### config.mk
export PLATFORM = sky130hd
export DESIGN_NAME = sfla_out_reg
export DESIGN_NICKNAME = d
export VERILOG_FILES = /design/src/rtl/sfla_pkg.sv /design/src/rtl/sfla_out_reg.sv
export SDC_FILE = /design/constraint.sdc
export NUM_CORES = 1
export LEC_CHECK = 0
export BUFFER_PORTS_ARGS = -buffer_cell sky130_fd_sc_hd__buf_2
export CORE_MARGIN = 3
export CORE_UTILIZATION = 30
export DETAILED_ROUTE_END_ITERATION = 10
export GPL_ROUTABILITY_DRIVEN = 0
export PLACE_DENSITY = 0.66
export SYNTH_ARGS = -nofsm -noshare
export SYNTH_HDL_FRONTEND = slang
export SYNTH_SLANG_ARGS = --single-unit
### constraint.sdc
create_clock -name clk -period 0.93 [get_ports clk]
set_clock_uncertainty 0.15 [all_clocks]
set_input_delay 0.0465 -clock clk [delete_from_list [all_inputs] [get_ports clk]]
set_output_delay 0.0465 -clock clk [all_outputs]
set_load 0.02 [all_outputs]
### src/rtl/sfla_pkg.sv
package sfla_pkg;

    localparam int ADDR_W  = 32;
    localparam int SIZE_W  = 13;
    // Effective object size after raising and rounding; one bit more than the register.
    localparam int ESIZE_W = SIZE_W + 1;
    localparam int MIN_OBJ_BYTES = 8;
    localparam logic [SIZE_W-1:0] OBJECT_SIZE_RESET = SIZE_W'(8);

    localparam logic CMD_ALLOC = 1'b0;
    localparam logic CMD_FREE  = 1'b1;

    typedef enum logic [2:0] {
        STAT_OK       = 3'd0,
        STAT_OOM      = 3'd1,
        STAT_NOFIT    = 3'd2,
        STAT_NULLFREE = 3'd3,
        STAT_OVERFLOW = 3'd4
    } status_t;

    typedef enum logic [1:0] {
        S_IDLE,
        S_READ,
        S_CARVE,
        S_EMIT
    } state_t;

    typedef struct packed {
        logic              cmd;
        logic [ADDR_W-1:0] object_address;
        logic [ADDR_W-1:0] fresh_frame;
    } req_t;

    typedef struct packed {
        logic [ADDR_W-1:0] granted_address;
        logic              frame_consumed;
        status_t           status;
    } rsp_t;

endpackage

### src/rtl/sfla_out_reg.sv
module sfla_out_reg (
    input  logic          clk,
    input  logic          rst_n,
    input  logic          load,
    input  sfla_pkg::rsp_t load_data,
    output logic          slot_free,
    output logic          valid,
    input  logic          stall,
    output sfla_pkg::rsp_t data
);

    logic           valid_reg;
    logic           valid_next;
    sfla_pkg::rsp_t data_reg;

    assign slot_free = !valid_reg || !stall;

    always_comb
    begin
        valid_next = valid_reg;
        if (load)
        begin
            valid_next = 1'b1;
        end
        else if (!stall)
        begin
            valid_next = 1'b0;
        end
    end

    always_ff @(posedge clk or negedge rst_n)
    begin
        if (!rst_n)
        begin
            valid_reg <= 1'b0;
        end
        else
        begin
            valid_reg <= valid_next;
        end
    end

    always_ff @(posedge clk)
    begin
        if (load)
        begin
            data_reg <= load_data;
        end
    end

    assign valid = valid_reg;
    assign data  = data_reg;

endmodule

**Yosys cells after proc, flatten, opt, wreduce, memory -nomap -nowiden**

Cells that the tools add are included.

- Register bits: 37
- Logic and storage cells: 10
- Bits of input ports: 40

- Equality and inequality tests: 1
- Reductions and logical operators: 3
- Mux-type cells: 2

Operators with widths:

| cell | count |
|---|---|
| zero test 1 bit | 2 |
| two-way mux 1 bit | 2 |
| != test 2 bit, second input constant | 1 |
| logical OR 1 bit | 1 |

**Longest topological paths before layout**

- Word-level depth: 2
- Gate-level depth with buffers: 1
- Mapped depth without buffers: 1

**Worst setup path after synthesis**

No wires, ideal clock.

- Kind: flip-flop to flip-flop
- Start: reg, netlist name valid
- End: reg valid_reg (netlist: valid)
- Cell stages (with the launch flop): 2
- Path buffers: 0
- Data arrival time: 615 ps
- Required time: 662 ps
- Slack: 47 ps
- Clock period less this slack: 883 ps
- Cells stage by stage: dfrtp_1 a21o_1

RTL lines:

| what | line | text |
|---|---|---|
| end signal: assignment | sfla_out_reg.sv:39 | `valid_reg <= valid_next;` |
| end: declaration | sfla_out_reg.sv:12 | `logic valid_reg;` |

**Worst setup path in the final report**

- Start: reg valid_reg (netlist: valid)
- End: out slot_free

- Longest elaborated chain between the ends: 2

RTL lines:

| what | line | text |
|---|---|---|
| zero test 1 bit | sfla_out_reg.sv:16 | `assign slot_free = !valid_reg \|\| !stall;` |
| logical OR 1 bit | sfla_out_reg.sv:16 |  |
| end: declaration | sfla_out_reg.sv:6 | `output logic slot_free,` |

No other way between the ends.

==> impl_metrics.env <==
export IMPL_cp_arrival_ps=900
export IMPL_reg2reg_to="valid$_DFFE_PN0P_"
export IMPL_outcome="complete, but fails checks"
export IMPL_min_path_type="in -> reg"
export IMPL_drcViolationCount=0
export IMPL_io_buffers=77
export IMPL_fin_crit_ps=1100
export IMPL_crit_path_start_kind="register"
export IMPL_avgSynthCellArea_um2=28.6
export IMPL_r2r_start="valid$_DFFE_PN0P_"
export IMPL_path_class="reg -> out"
export IMPL_io_pins=78
export IMPL_tns_ps=-2970
export IMPL_wire_per_inst_um=15.0
export IMPL_dpl_worst_slack_ps=106
export IMPL_clk_pin_slew_ps=70
export IMPL_slowest_stage="dfrtp_1"
export IMPL_powerDensity_mw_per_mm2=1660
export IMPL_synth_cell_types=4
export IMPL_wl_met3_um=349
export IMPL_cts_root_buf="clkbuf_8"
export IMPL_min_from="load"
export IMPL_die_x_um=67.0
export IMPL_antenna_found_initial=0
export IMPL_grt_max_degree=22
export IMPL_fp_dieH_um=67.0
export IMPL_peakVddDrop_uv=984
export IMPL_largest_register_ffs=36
export IMPL_clk_path_buf_depth=2
export IMPL_globalRouteOverflowTotal=0
export IMPL_ys_ff_latch=37
export IMPL_syn_area_mm2=0.00112
export IMPL_drive_gt1_share_pct=52.7
export IMPL_fmax_ghz=0.910
export IMPL_multiInputGateArea_um2=13.8
export IMPL_setup_viol=38
export IMPL_seq_area_mm2=0.00111
export IMPL_power_total_mw=3.76
export IMPL_hold_viol_final=0
export IMPL_syn_instance_count=39
export IMPL_drt_iter0_drc=8
export IMPL_worst_hold_path_endpoint="data[20]$_DFFE_PP_"
export IMPL_ys_warn_count=0
export IMPL_violations="negative setup slack"
export IMPL_worstSkewPairLatency_ps=280
export IMPL_worstMarginPinSlew_ps=150
export IMPL_start_util_pct=32.2
export IMPL_post_cts_buffers=0
export IMPL_max_slew_margin_pct=90.0
export IMPL_dr_pass1_iters=4
export IMPL_routed_via_density=4.08
export IMPL_cts_made_buffers=5
export IMPL_cts_sinks=37
export IMPL_post_route_util_pct=65.1
export IMPL_layout_setup_ws_ps=-169
export IMPL_endpoint_kind="primary output"
export IMPL_max_stage_delay_ps=420
export IMPL_cp_required_ps=730
export IMPL_synth_fp_nets=79
export IMPL_drt_wl_total_mm=3.16
export IMPL_hold_ws_ps=58.8
export IMPL_hold_depth=2
export IMPL_fill_cells=239
export IMPL_rows=21
export IMPL_leakage_nw=0.962
export IMPL_grt_pass1_wl_mm=4.43
export IMPL_period_share_pct=118
export IMPL_seq_area_frac_synth_pct=99.0
export IMPL_r2r_cells=1
export IMPL_grt_util_all_layers_pct=14.4
export IMPL_cap_violations=0
export IMPL_diodes=0
export IMPL_post_dp_hpwl_mm=1.68
export IMPL_grt_pass1_vias=903
export IMPL_drv_slew=0
export IMPL_h_tree_depth=2
export IMPL_cts_tree="done"
export IMPL_via_count=861
export IMPL_critPathMaxFanout=3
export IMPL_core_area_mm2=0.00347
export IMPL_layout_nets=204
export IMPL_rsz0062_at_grt="yes"
export IMPL_regToRegSetupSlack_ps=70
export IMPL_postRouteAntennaNets=0
export IMPL_cp_cell_sequence="nand2_2, buf_6"
export IMPL_area_delta_synth_final_pct=102
export IMPL_routed_wl_met2_mm=1.60
export IMPL_wl_met1_mm=1.16
export IMPL_highest_layer="met4"
export IMPL_dieArea_mm2=0.00449
-- worst max-delay path by stage --
stage                            startpoint                  to  slack [ps]  cells after the start
final                     valid$_DFFE_PN0P_           slot_free        -170                      2
after floorplan           valid$_DFFE_PN0P_   valid$_DFFE_PN0P_          50                      1
after CTS                 valid$_DFFE_PN0P_           slot_free        -150                      2
after global routing      valid$_DFFE_PN0P_           slot_free        -220                      2
after detailed placement               load  data[11]$_DFFE_PP_         110                      2
after global placement                 load  data[11]$_DFFE_PP_         120                      2
-- cell usage after synthesis (all sizes together) --
cell / count / area share (%)
a21o: 1 / 0.67
dfrtp: 1 / 2.2
edfxtp: 36 / 97
nand2: 1 / 0.34
-- worst max-delay path, delay by kind of cell (launching register included) --
kind                   cells  cell delay (ps)
flip-flops                 1              420
buffers and inverters      1              120
AND/OR/NAND/NOR            1               90
-- kinds of logic after synthesis --
kind of cell,Yosys count,synth area share (%)
DFF,37,99.0
AOI/OAI and AO/OA,1,0.672
and+or+nand+nor,1,0.336
-- placed cells by master, fill, tap and decap left out, drive strengths merged --
cell and instances:
a21o 1, buf 79, clkbuf 6, clkinv 2, dfrtp 1, dlygate4sd3 39, edfxtp 36, nand2 1
-- routing by layer --
layer  vias to the layer above  track usage (%)
met5                         -                0
met3                         4             7.76
met4                         0             5.32
met1                       392             15.1
met2                        61             24.3
li1                        404                -
-- power breakdown --
group | switching [mW] | internal, mW | leakage (nW)
combinational | 0.304 | 0.380 | 0.554
clock | 0.518 | 0.519 | 0.0450
sequential | 0.0586 | 1.98 | 0.363
-- layout make-up --
cell class | instances | share of cell area (%)
Sequential cell | 37 | 49.0
Timing Repair Buffer | 118 | 44.2
Clock buffer | 6 | 3.22
Tap cell | 46 | 2.55
Multi-Input combinational cell | 2 | 0.610
Clock inverter | 2 | 0.443
-- per-stage QoR --
step                area, um^2  instances
floorplan                 1120         39
detailed placement        1600        164
finish                    2260        211
CTS                       2140        210
global placement          1600        164
global route              2260        211
-- repair_timing --
item / CTS / global route
resized for setup: 24 / 35
hold endpoints to repair: 38 / 1
gates cloned: 0 / 0
pin swaps: 0 / 0
endpoints found under the setup margin: 38 / 38
hold buffers: 38 / 1
Note: power is estimated with default switching activity, not from simulation.
