<file path="src/rtl/sfla_pkg.sv">
package sfla_pkg;

    localparam int ADDR_W  = 32;
    localparam int SIZE_W  = 13;
    // Effective object size after raising and rounding; one bit more than the register.
    localparam int ESIZE_W = SIZE_W + 1;
    localparam int MIN_OBJ_BYTES = 8;
    localparam logic [SIZE_W-1:0] OBJECT_SIZE_RESET = SIZE_W'(8);

    localparam logic CMD_ALLOC = 1'b0;
    localparam logic CMD_FREE  = 1'b1;

    typedef enum logic [2:0] {
        STAT_OK       = 3'd0,
        STAT_OOM      = 3'd1,
        STAT_NOFIT    = 3'd2,
        STAT_NULLFREE = 3'd3,
        STAT_OVERFLOW = 3'd4
    } status_t;

    typedef enum logic [1:0] {
        S_IDLE,
        S_READ,
        S_CARVE,
        S_EMIT
    } state_t;

    typedef struct packed {
        logic              cmd;
        logic [ADDR_W-1:0] object_address;
        logic [ADDR_W-1:0] fresh_frame;
    } req_t;

    typedef struct packed {
        logic [ADDR_W-1:0] granted_address;
        logic              frame_consumed;
        status_t           status;
    } rsp_t;

endpackage

</file>
<file path="src/rtl/sfla_ctrl.sv">
module sfla_ctrl #(
    parameter int PAGE_BYTES   = 4096,
    parameter int HEADER_BYTES = 16,
    parameter int ALIGN_BYTES  = 8,
    parameter int STACK_DEPTH  = 1024
) (
    input  logic                            clk,
    input  logic                            rst_n,
    input  logic                            cfg_wr_en,
    input  logic [sfla_pkg::SIZE_W-1:0]     cfg_wr_data,
    input  logic                            in_valid,
    output logic                            in_stall,
    input  sfla_pkg::req_t                  in_data,
    output logic                            mem_we,
    output logic [$clog2(STACK_DEPTH)-1:0]  mem_waddr,
    output logic [sfla_pkg::ADDR_W-1:0]     mem_wdata,
    output logic                            mem_re,
    output logic [$clog2(STACK_DEPTH)-1:0]  mem_raddr,
    input  logic [sfla_pkg::ADDR_W-1:0]     mem_rdata,
    input  logic                            out_slot_free,
    output logic                            out_load,
    output sfla_pkg::rsp_t                  out_load_data
);

    localparam int IDX_W   = $clog2(STACK_DEPTH);
    localparam int CNT_W   = $clog2(STACK_DEPTH + 1);
    localparam int HDR_OFF = ((HEADER_BYTES + ALIGN_BYTES - 1) / ALIGN_BYTES) * ALIGN_BYTES;
    localparam int OFF_W   = $clog2(PAGE_BYTES + (1 << sfla_pkg::ESIZE_W) + 1);
    localparam logic [sfla_pkg::ESIZE_W-1:0] ALIGN_MASK =
        sfla_pkg::ESIZE_W'(ALIGN_BYTES - 1);

    sfla_pkg::state_t                 state_reg, state_next;
    logic [CNT_W-1:0]                 count_reg, count_next;
    logic [sfla_pkg::SIZE_W-1:0]      object_size_reg;
    sfla_pkg::rsp_t                   res_reg, res_next;
    logic [sfla_pkg::ADDR_W-1:0]      carve_addr_reg, carve_addr_next;
    logic [sfla_pkg::ADDR_W-1:0]      last_reg, last_next;
    logic [OFF_W-1:0]                 carve_end_reg, carve_end_next;
    logic [sfla_pkg::ESIZE_W-1:0]     size_raised;
    logic [sfla_pkg::ESIZE_W-1:0]     size_eff;
    logic                             stack_full;
    logic                             accept;

    // ALIGN_BYTES is a power of two: round up by add and mask.
    always_comb
    begin
        if (object_size_reg < sfla_pkg::SIZE_W'(sfla_pkg::MIN_OBJ_BYTES))
        begin
            size_raised = sfla_pkg::ESIZE_W'(sfla_pkg::MIN_OBJ_BYTES);
        end
        else
        begin
            size_raised = sfla_pkg::ESIZE_W'(object_size_reg);
        end
        size_eff = (size_raised + ALIGN_MASK) & ~ALIGN_MASK;
    end

    assign stack_full = (count_reg == CNT_W'(STACK_DEPTH));
    assign in_stall   = (state_reg != sfla_pkg::S_IDLE);
    assign accept     = in_valid && (state_reg == sfla_pkg::S_IDLE);

    always_comb
    begin
        state_next      = state_reg;
        count_next      = count_reg;
        res_next        = res_reg;
        carve_addr_next = carve_addr_reg;
        carve_end_next  = carve_end_reg;
        last_next       = last_reg;
        mem_we          = 1'b0;
        mem_waddr       = count_reg[IDX_W-1:0];
        mem_wdata       = in_data.object_address;
        mem_re          = 1'b0;
        mem_raddr       = IDX_W'(count_reg - CNT_W'(1));
        out_load        = 1'b0;
        out_load_data   = res_reg;

        unique case (state_reg)
            sfla_pkg::S_IDLE:
            begin
                if (accept)
                begin
                    res_next.granted_address = '0;
                    res_next.frame_consumed  = 1'b0;
                    res_next.status          = sfla_pkg::STAT_OK;
                    state_next               = sfla_pkg::S_EMIT;
                    if (in_data.cmd == sfla_pkg::CMD_FREE)
                    begin
                        if (in_data.object_address == '0)
                        begin
                            res_next.status = sfla_pkg::STAT_NULLFREE;
                        end
                        else if (stack_full)
                        begin
                            res_next.status = sfla_pkg::STAT_OVERFLOW;
                        end
                        else
                        begin
                            mem_we     = 1'b1;
                            count_next = count_reg + CNT_W'(1);
                        end
                    end
                    else if (count_reg != '0)
                    begin
                        mem_re     = 1'b1;
                        count_next = count_reg - CNT_W'(1);
                        state_next = sfla_pkg::S_READ;
                    end
                    else if (in_data.fresh_frame == '0)
                    begin
                        res_next.status = sfla_pkg::STAT_OOM;
                    end
                    else if (OFF_W'(HDR_OFF) + OFF_W'(size_eff) > OFF_W'(PAGE_BYTES))
                    begin
                        res_next.status = sfla_pkg::STAT_NOFIT;
                    end
                    else
                    begin
                        carve_addr_next = in_data.fresh_frame + sfla_pkg::ADDR_W'(HDR_OFF);
                        carve_end_next  = OFF_W'(HDR_OFF) + OFF_W'(size_eff);
                        state_next      = sfla_pkg::S_CARVE;
                    end
                end
            end

            sfla_pkg::S_READ:
            begin
                res_next.granted_address = mem_rdata;
                res_next.frame_consumed  = 1'b0;
                res_next.status          = sfla_pkg::STAT_OK;
                if (out_slot_free)
                begin
                    out_load      = 1'b1;
                    out_load_data = res_next;
                    state_next    = sfla_pkg::S_IDLE;
                end
                else
                begin
                    state_next = sfla_pkg::S_EMIT;
                end
            end

            sfla_pkg::S_CARVE:
            begin
                res_next.frame_consumed = 1'b1;
                if (stack_full)
                begin
                    // Drop the rest of the page; grant the last object pushed.
                    count_next               = count_reg - CNT_W'(1);
                    res_next.granted_address = last_reg;
                    res_next.status          = sfla_pkg::STAT_OVERFLOW;
                    state_next               = sfla_pkg::S_EMIT;
                end
                else
                begin
                    mem_we    = 1'b1;
                    mem_wdata = carve_addr_reg;
                    last_next = carve_addr_reg;
                    if (carve_end_reg + OFF_W'(size_eff) > OFF_W'(PAGE_BYTES))
                    begin
                        // Final push and the pop cancel in the count.
                        res_next.granted_address = carve_addr_reg;
                        res_next.status          = sfla_pkg::STAT_OK;
                        state_next               = sfla_pkg::S_EMIT;
                    end
                    else
                    begin
                        count_next      = count_reg + CNT_W'(1);
                        carve_addr_next = carve_addr_reg + sfla_pkg::ADDR_W'(size_eff);
                        carve_end_next  = carve_end_reg + OFF_W'(size_eff);
                    end
                end
            end

            sfla_pkg::S_EMIT:
            begin
                if (out_slot_free)
                begin
                    out_load   = 1'b1;
                    state_next = sfla_pkg::S_IDLE;
                end
            end

            default:
            begin
                state_next = sfla_pkg::S_IDLE;
            end
        endcase
    end

    always_ff @(posedge clk or negedge rst_n)
    begin
        if (!rst_n)
        begin
            state_reg       <= sfla_pkg::S_IDLE;
            count_reg       <= '0;
            object_size_reg <= sfla_pkg::OBJECT_SIZE_RESET;
        end
        else
        begin
            state_reg <= state_next;
            count_reg <= count_next;
            if (cfg_wr_en)
            begin
                object_size_reg <= cfg_wr_data;
            end
        end
    end

    always_ff @(posedge clk)
    begin
        res_reg        <= res_next;
        carve_addr_reg <= carve_addr_next;
        carve_end_reg  <= carve_end_next;
        last_reg       <= last_next;
    end

endmodule

</file>
<file path="config.mk">
export PLATFORM = sky130hd
export DESIGN_NAME = sfla_ctrl
export DESIGN_NICKNAME = d
export VERILOG_FILES = /design/src/rtl/sfla_pkg.sv /design/src/rtl/sfla_ctrl.sv
export SDC_FILE = /design/constraint.sdc
export NUM_CORES = 1
export LEC_CHECK = 0
export ABC_AREA = 1
export BUFFER_PORTS_ARGS = -buffer_cell sky130_fd_sc_hd__clkbuf_2
export CAP_MARGIN = 15
export CORE_ASPECT_RATIO = 1.75
export CORE_MARGIN = 5
export CORE_UTILIZATION = 57
export CTS_BUF_LIST = sky130_fd_sc_hd__clkbuf_8
export DETAILED_ROUTE_END_ITERATION = 6
export GPL_TIMING_DRIVEN = 0
export HOLD_SLACK_MARGIN = 0.02
export PLACE_DENSITY = 0.79
export SLEW_MARGIN = 0
export SYNTH_ARGS = -nofsm -noshare
export SYNTH_HDL_FRONTEND = slang
export SYNTH_SLANG_ARGS = --single-unit
</file>
<file path="constraint.sdc">
create_clock -name clk -period 7.45 [get_ports clk]
set_input_delay 0.745 -clock clk [delete_from_list [all_inputs] [get_ports clk]]
set_output_delay 0.745 -clock clk [all_outputs]
set_load 0.005 [all_outputs]
</file>
Word-level counts from Yosys, hierarchy flattened

Index checks and enable logic that the tools add are counted.

Input port bits: 115
Logic and storage cells: 114
Output and inout bits: 92
Register bits after elaboration: 141

Eq/ne operators: 17
Add/sub/neg operators: 7
Mux-type cells: 62
Bitwise operators: 1
Reduce and logical (&&, ||, !) cells: 15
Magnitude comparators: 3

Operators with widths:

| operator                                                                       | number |
|---|---|
| 32-bit two-way mux                                                             | 11 |
| 36-bit two-way mux                                                             | 3 |
| 36-bit case mux with 3 select lines                                            | 1 |
| 15-bit two-way mux                                                             | 7 |
| 11-bit two-way mux                                                             | 7 |
| 32-bit logical NOT                                                             | 2 |
| 32-bit case mux with 2 select lines                                            | 1 |
| 32-bit by 14-bit adder with 32-bit output                                      | 1 |
| 32-bit by 5-bit adder with 32-bit output (second input constant)               | 1 |
| 15-bit by 13-bit > comparator with 1-bit output (second input constant)        | 2 |
| 15-bit case mux with 2 select lines                                            | 1 |
| 11-bit case mux with 2 select lines                                            | 1 |
| 2-bit two-way mux                                                              | 10 |
| 2-bit inequality test (second input constant)                                  | 8 |
| 15-bit by 14-bit adder with 15-bit output                                      | 1 |
| 5-bit by 14-bit adder with 15-bit output (first input constant)                | 1 |
| 3-bit two-way mux                                                              | 5 |
| 14-bit by 3-bit adder with 14-bit output (second input constant)               | 1 |
| 13-bit by 4-bit less-than comparator with 1-bit output (second input constant) | 1 |
| 13-bit two-way mux                                                             | 1 |
| 1-bit two-way mux                                                              | 12 |
| 3-bit inequality test (second input constant)                                  | 4 |
| 11-bit by 1-bit adder with 11-bit output (second input constant)               | 1 |
| 11-bit == test (second input constant)                                         | 1 |
| 17 further kinds                                                               | 21 |

Logic depth before layout (Yosys ltp)

Depth after elaboration: 11
Depth in mapped cells: 25
Depth with buffers taken out: 25

Worst setup path after synthesis

No wires, ideal clock.

Path kind: register to register
Start: register object_size_reg[2] (netlist bit)
End: register res_reg[0] (netlist bit), enable pin
Cell stages (with the launch flop): 18
Arrival: 4.936 ns
Data required time: 6.969 ns
Setup time: 0.481 ns
Setup slack: 2.034 ns
Period minus slack after synthesis: 5.416 ns
Buffers on the path: 0
Cell sequence: dfrtp_1 nor2_1 nand2_1 nand2_1 o21ai_0 inv_1 ha_1 inv_1 fa_1 o21ai_0 nand4_1 nand2_1 xor2_1 nand3_1 nor2_1 nand2_1 nand2_1 a21boi_0

Cells in the longest elaborated chain, start to end: 7

Ends and longest elaborated chain:

| item                                                   | RTL line         | text |
|---|---|---|
| start: declaration                                     | sfla_ctrl.sv:34  | `logic [sfla_pkg::SIZE_W-1:0] object_size_reg;` |
| start signal: assignment                               | sfla_ctrl.sv:197 | `object_size_reg <= sfla_pkg::OBJECT_SIZE_RESET;` |
| start signal: assignment                               | sfla_ctrl.sv:205 | `object_size_reg <= cfg_wr_data;` |
| 13-bit by 4-bit less-than comparator with 1-bit output | sfla_ctrl.sv:47  | `if (object_size_reg < sfla_pkg::SIZE_W'(sfla_pkg::MIN_OBJ_BYTES))` |
| 13-bit two-way mux (*)                                 | sfla_ctrl.sv:47  |  |
| 14-bit by 3-bit adder with 14-bit output (*)           | sfla_ctrl.sv:55  | `size_eff = (size_raised + ALIGN_MASK) & ~ALIGN_MASK;` |
| 15-bit by 14-bit adder with 15-bit output (*)          | sfla_ctrl.sv:159 | `if (carve_end_reg + OFF_W'(size_eff) > OFF_W'(PAGE_BYTES))` |
| 15-bit by 13-bit > comparator with 1-bit output (*)    | sfla_ctrl.sv:159 |  |
| 3-bit inequality test (no line) (*)                    | -                |  |
| 3-bit AND reduction (no line) (*)                      | -                |  |
| end signal: assignment                                 | sfla_ctrl.sv:212 | `res_reg <= res_next;` |
| end: declaration                                       | sfla_ctrl.sv:35  | `sfla_pkg::rsp_t res_reg, res_next;` |

Every way passes the cells marked *; elsewhere a longest branch is shown, timed or not.
A chain may end at the register's enable or synchronous reset.

Worst setup path after layout

Start: register object_size_reg[3] (netlist bit)
End: register carve_addr_reg[23] (netlist bit), enable pin

Cells in the longest elaborated chain, start to end: 7
Elaborated cells between the ends (all ways): 10
Those cells by class: 3 x add/sub; 3 x order compare; 2 x eq/ne; 1 x mux; 1 x reduce/logical

Ends and longest elaborated chain:

| item                                                                                                  | RTL line                           | text |
|---|---|---|
| 13-bit by 4-bit less-than comparator with 1-bit output                                                | sfla_ctrl.sv:47                    |  |
| 13-bit two-way mux (*)                                                                                | sfla_ctrl.sv:47                    |  |
| 14-bit by 3-bit adder with 14-bit output (*)                                                          | sfla_ctrl.sv:55                    |  |
| 15-bit by 14-bit adder with 15-bit output or 5-bit by 14-bit adder with 15-bit output (tied branches) | sfla_ctrl.sv:159, sfla_ctrl.sv:113 |  |
| 15-bit by 13-bit > comparator with 1-bit output, on equally long branches                             | sfla_ctrl.sv:159, sfla_ctrl.sv:113 |  |
| 2-bit inequality test (no line)                                                                       | -                                  |  |
| 8-bit AND reduction (no line) (*)                                                                     | -                                  |  |
| end signal: assignment                                                                                | sfla_ctrl.sv:213                   | `carve_addr_reg <= carve_addr_next;` |
| end: declaration                                                                                      | sfla_ctrl.sv:36                    | `logic [sfla_pkg::ADDR_W-1:0] carve_addr_reg, carve_addr_next;` |

Marks and branches as above.

==> results summary <==
The flow ran to the end, and the final reports show no timing, DRC or antenna violations. The routed design has 30,320 um of wire. The number of gates given a new drive strength after cts came out at 0. The maximum VDD drop came out at around 0.00026 V. The smallest setup slack after layout came out at 2.815 ns. The growth of design area from synthesis to finish is 18.31%. The number of top-level pins came out at 207. The fraction of the yosys area taken by sequential cells came out at 41.48%. The number of hold violations in the final report is 0.

STA classifies the critical path endpoint as a flip-flop. The first global-routing pass estimated between 40,000 and 50,000 um of wire. Setup repair after global routing left no endpoint under its margin. The fill cell total of the finished layout came out at 1,520. The pin count of the biggest net entering global routing came out at 42.

The number of global-route vias before repair came out at 9,528. The count of pins over their slew limit is 0. The design draws between 3 and 4 mW.

In this run the power density over the cells is 338.2 nW/um^2. The number of antenna violations at the first check in global routing was 1. Data on the critical path is required at its endpoint by 7.62 ns. Routability-driven placement finished with a final weighted congestion of approximately 1. Using the TritonRoute via totals, the vias-per-cell ratio works out to 5.501. The average cell area after synthesis is 7.563 sq um. The path type of the worst min-delay path is primary input to async pin. The clock network latency to the later pin of the worst-skew pair is 0.47 ns. The total number of vias came out at 9,622. Adding up every negative setup slack in the final design gives 0 ns. The total clock buffers created by CTS came out at 17.

For the worst setup path, the data arrival time is 4.80 ns. The floorplan step defined a die boundary enclosing approximately 20,000 sq um. The critical path is of the flip-flop to flip-flop type. The period utilization is 62.21%.

The cell at the root of the clock tree is sky130_fd_sc_hd__clkbuf_8. At the end of the flow the core is filled with cells to around two thirds. The worst-case headroom to the max-slew limit came out at 37.47%. The H-tree level count is 4. The count of clock tree sinks is 138. The proportion of layout cells with a drive suffix above 1 came out at roughly a fifth. For the pin with the worst max-slew slack, the measured transition is 0.9294 ns. The number of I/O port buffers is 206. When the netlist entered floorplanning its net count stood at 1,431. Static timing analysis puts the maximum clock frequency at ~220 MHz. The overall global routing resource usage is 30.80%. The count of unresolved DRC violations after routing is 0. The total standard cell area after synthesis is 9681 sq um. Prior to clock tree synthesis, the placed netlist has a worst setup slack of ~2.9 ns. The flop and latch count out of synthesis is around 140. Leaving out fill and tap cells, the most frequent cell in the layout is sky130_fd_sc_hd__nand2_1.

The post-layout minimum cycle time is ~4.6 ns. In this run the vertical extent of the chip is 182.4 um. The register with the most flip-flops in the layout has 36 of them. After legalization and detailed placement, the total HPWL measured 24,840 um. The largest clock skew in the final design is roughly 0.012 ns. The post-synthesis instance total is 1,280.

The max-capacitance violation count came out at 0. The post-layout net count is between 1,500 and 2,000. The leftover overflow at the end of global routing is 0.

The die extent in x came out at 108.5 um. The maximum net fanout on the critical path is 21. The area of the placeable core is 16,870 sq um. The total of endpoints with negative setup slack in the final report came out at 0. The remaining antenna violation count after routing came out at 0. The number of distinct standard cells referenced by the synthesized netlist came out at 54. The CTS tree is built. Row generation in the floorplan step produced 63 rows. The worst setup path is launched from a flip-flop. The initial utilization of the core area, before any placement, comes to a little under three fifths.

The library cells used most frequently in the layout, excluding fill and tap cells, are sky130_fd_sc_hd__nand2_1, sky130_fd_sc_hd__clkbuf_2, sky130_fd_sc_hd__inv_1. The number of DRC markers after the initial detailed-route iteration came out at between 600 and 700. Clock-pin slew was measured on the worst setup and hold paths at 0.08 ns. The yosys synthesis warning count is 0. The leakage power figure came out at 5.493 nW.

The total iterations of the first detailed-routing run came out at 5. The buffer levels on the longest clock path is 2. The count of hold buffers inserted by post-cts repair came out at 0. The average wire length per cell after detail routing is 17.33 um. The number of setup buffers added after CTS is 0.
-- power breakdown --
group / switching [mW] / leakage (nW) / internal (mW)
Combinational: 1.25 / 3.90 / 0.711
Sequential: 0.148 / 1.41 / 1.18
Clock: 0.320 / 0.183 / 0.264
Total: 1.71 / 5.49 / 2.16
-- worst max-delay path: stages (launching register included) --
cell and delay (ns):
sky130_fd_sc_hd__dfstp_2 0.58, sky130_fd_sc_hd__nand2_1 0.14, sky130_fd_sc_hd__nor2_4 0.18, sky130_fd_sc_hd__nand4_1 0.12, sky130_fd_sc_hd__xor2_1 0.56, sky130_fd_sc_hd__ha_1 0.28, sky130_fd_sc_hd__inv_1 0.12, sky130_fd_sc_hd__nor3_1 0.28
sky130_fd_sc_hd__nand3_1 0.11, sky130_fd_sc_hd__nand4_1 0.13, sky130_fd_sc_hd__xnor2_1 0.15, sky130_fd_sc_hd__nand2_1 0.11, sky130_fd_sc_hd__nor2_1 0.24, sky130_fd_sc_hd__nand2_1 0.19, sky130_fd_sc_hd__nand2_1 0.22, sky130_fd_sc_hd__nor2_1 0.10
sky130_fd_sc_hd__nor3_4 0.55, sky130_fd_sc_hd__buf_16 0.24
-- per-stage QoR --
step	hold WS, ns	instance area [sq um]	std cells
detailed placement	0.4440	11090	1716
CTS	0.3003	11450	1748
global placement	0.4322	11000	1713
global route	0.3360	11450	1749
floorplan	0.4264	9681	1280
finish	0.2927	11450	1749
-- cell usage after synthesis, drive strengths merged --
master / instances / share of area (%)
nand3b: 2 / 0.16
o2bb2ai: 1 / 0.090
mux2i: 1 / 0.10
a211oi: 2 / 0.16
dfstp: 1 / 0.27
nor4: 14 / 0.97
o21ai: 115 / 6.2
clkbuf: 24 / 0.93
o21bai: 5 / 0.39
nand3: 60 / 3.4
o22ai: 10 / 0.65
a21o: 2 / 0.16
o31ai: 4 / 0.31
nand2: 391 / 15
clkinv: 2 / 0.078
mux2: 3 / 0.35
ha: 34 / 4.4
a32o: 1 / 0.10
nand4: 24 / 1.6
a22oi: 1 / 0.13
a31oi: 17 / 1.1
xor2: 35 / 3.2
a21boi: 1 / 0.078
o21a: 3 / 0.23
dfrtp: 25 / 6.5
fa: 2 / 0.41
nor2: 116 / 4.7
xnor2: 13 / 1.2
buf: 25 / 1.7
or2: 3 / 0.22
a21oi: 62 / 3.3
inv: 151 / 5.9
nor3: 15 / 0.98
edfxtp: 112 / 35
o211ai: 1 / 0.078
and2: 1 / 0.090
nor3b: 1 / 0.078
-- metal layers --
layer  routed length (um)  global-route usage (%)
met1                10040                   29.23
met2                16140                   57.02
met3                 1750                   5.735
met4                 2388                   22.40
met5                    0                       0
-- cells by family (layout without fill, tap and decap cells) --
logic type,count (synthesis),after routing,synth area share [%]
other,0,1,0
AND/OR/NAND/NOR,627,627,27.48
flip-flops,138,138,41.48
adder cells (fa/ha/maj),36,36,4.808
multiplexers,4,4,0.4524
XOR/XNOR,48,48,4.343
buffers and inverters,202,443,8.518
AO/OA/AOI/OAI,225,225,12.92
-- area by class of cell --
cell class / instances / area (sq um) / share of cell area, %
multi-input combinational: 940 / 4858 / 42.42
sequential: 138 / 4015 / 35.06
timing repair buffer: 209 / 1106 / 9.657
inverter: 153 / 574.3 / 5.014
tap: 227 / 284.0 / 2.480
buffer: 49 / 250.2 / 2.185
clock buffer: 17 / 234.0 / 2.043
clock inverter: 15 / 128.9 / 1.125
antenna: 1 / 2.502 / 0.02185
-- final timing paths --
kind	start	depth (start not counted)	slack, ns	end
hold reg to reg	carve_addr_reg[2]	0	0.45	last_reg[2]
setup / recovery	object_size_reg[3]	17	2.82	carve_addr_reg[23]
min in group clk	carve_addr_reg[2]	0	0.45	last_reg[2]
setup reg to reg	object_size_reg[3]	17	2.82	carve_addr_reg[23]
max in group asynchronous	rst_n	1	6.72	state_reg[1]
hold / removal	rst_n	1	0.29	object_size_reg[9]
No activity file was read; power rests on OpenSTA's default activity.
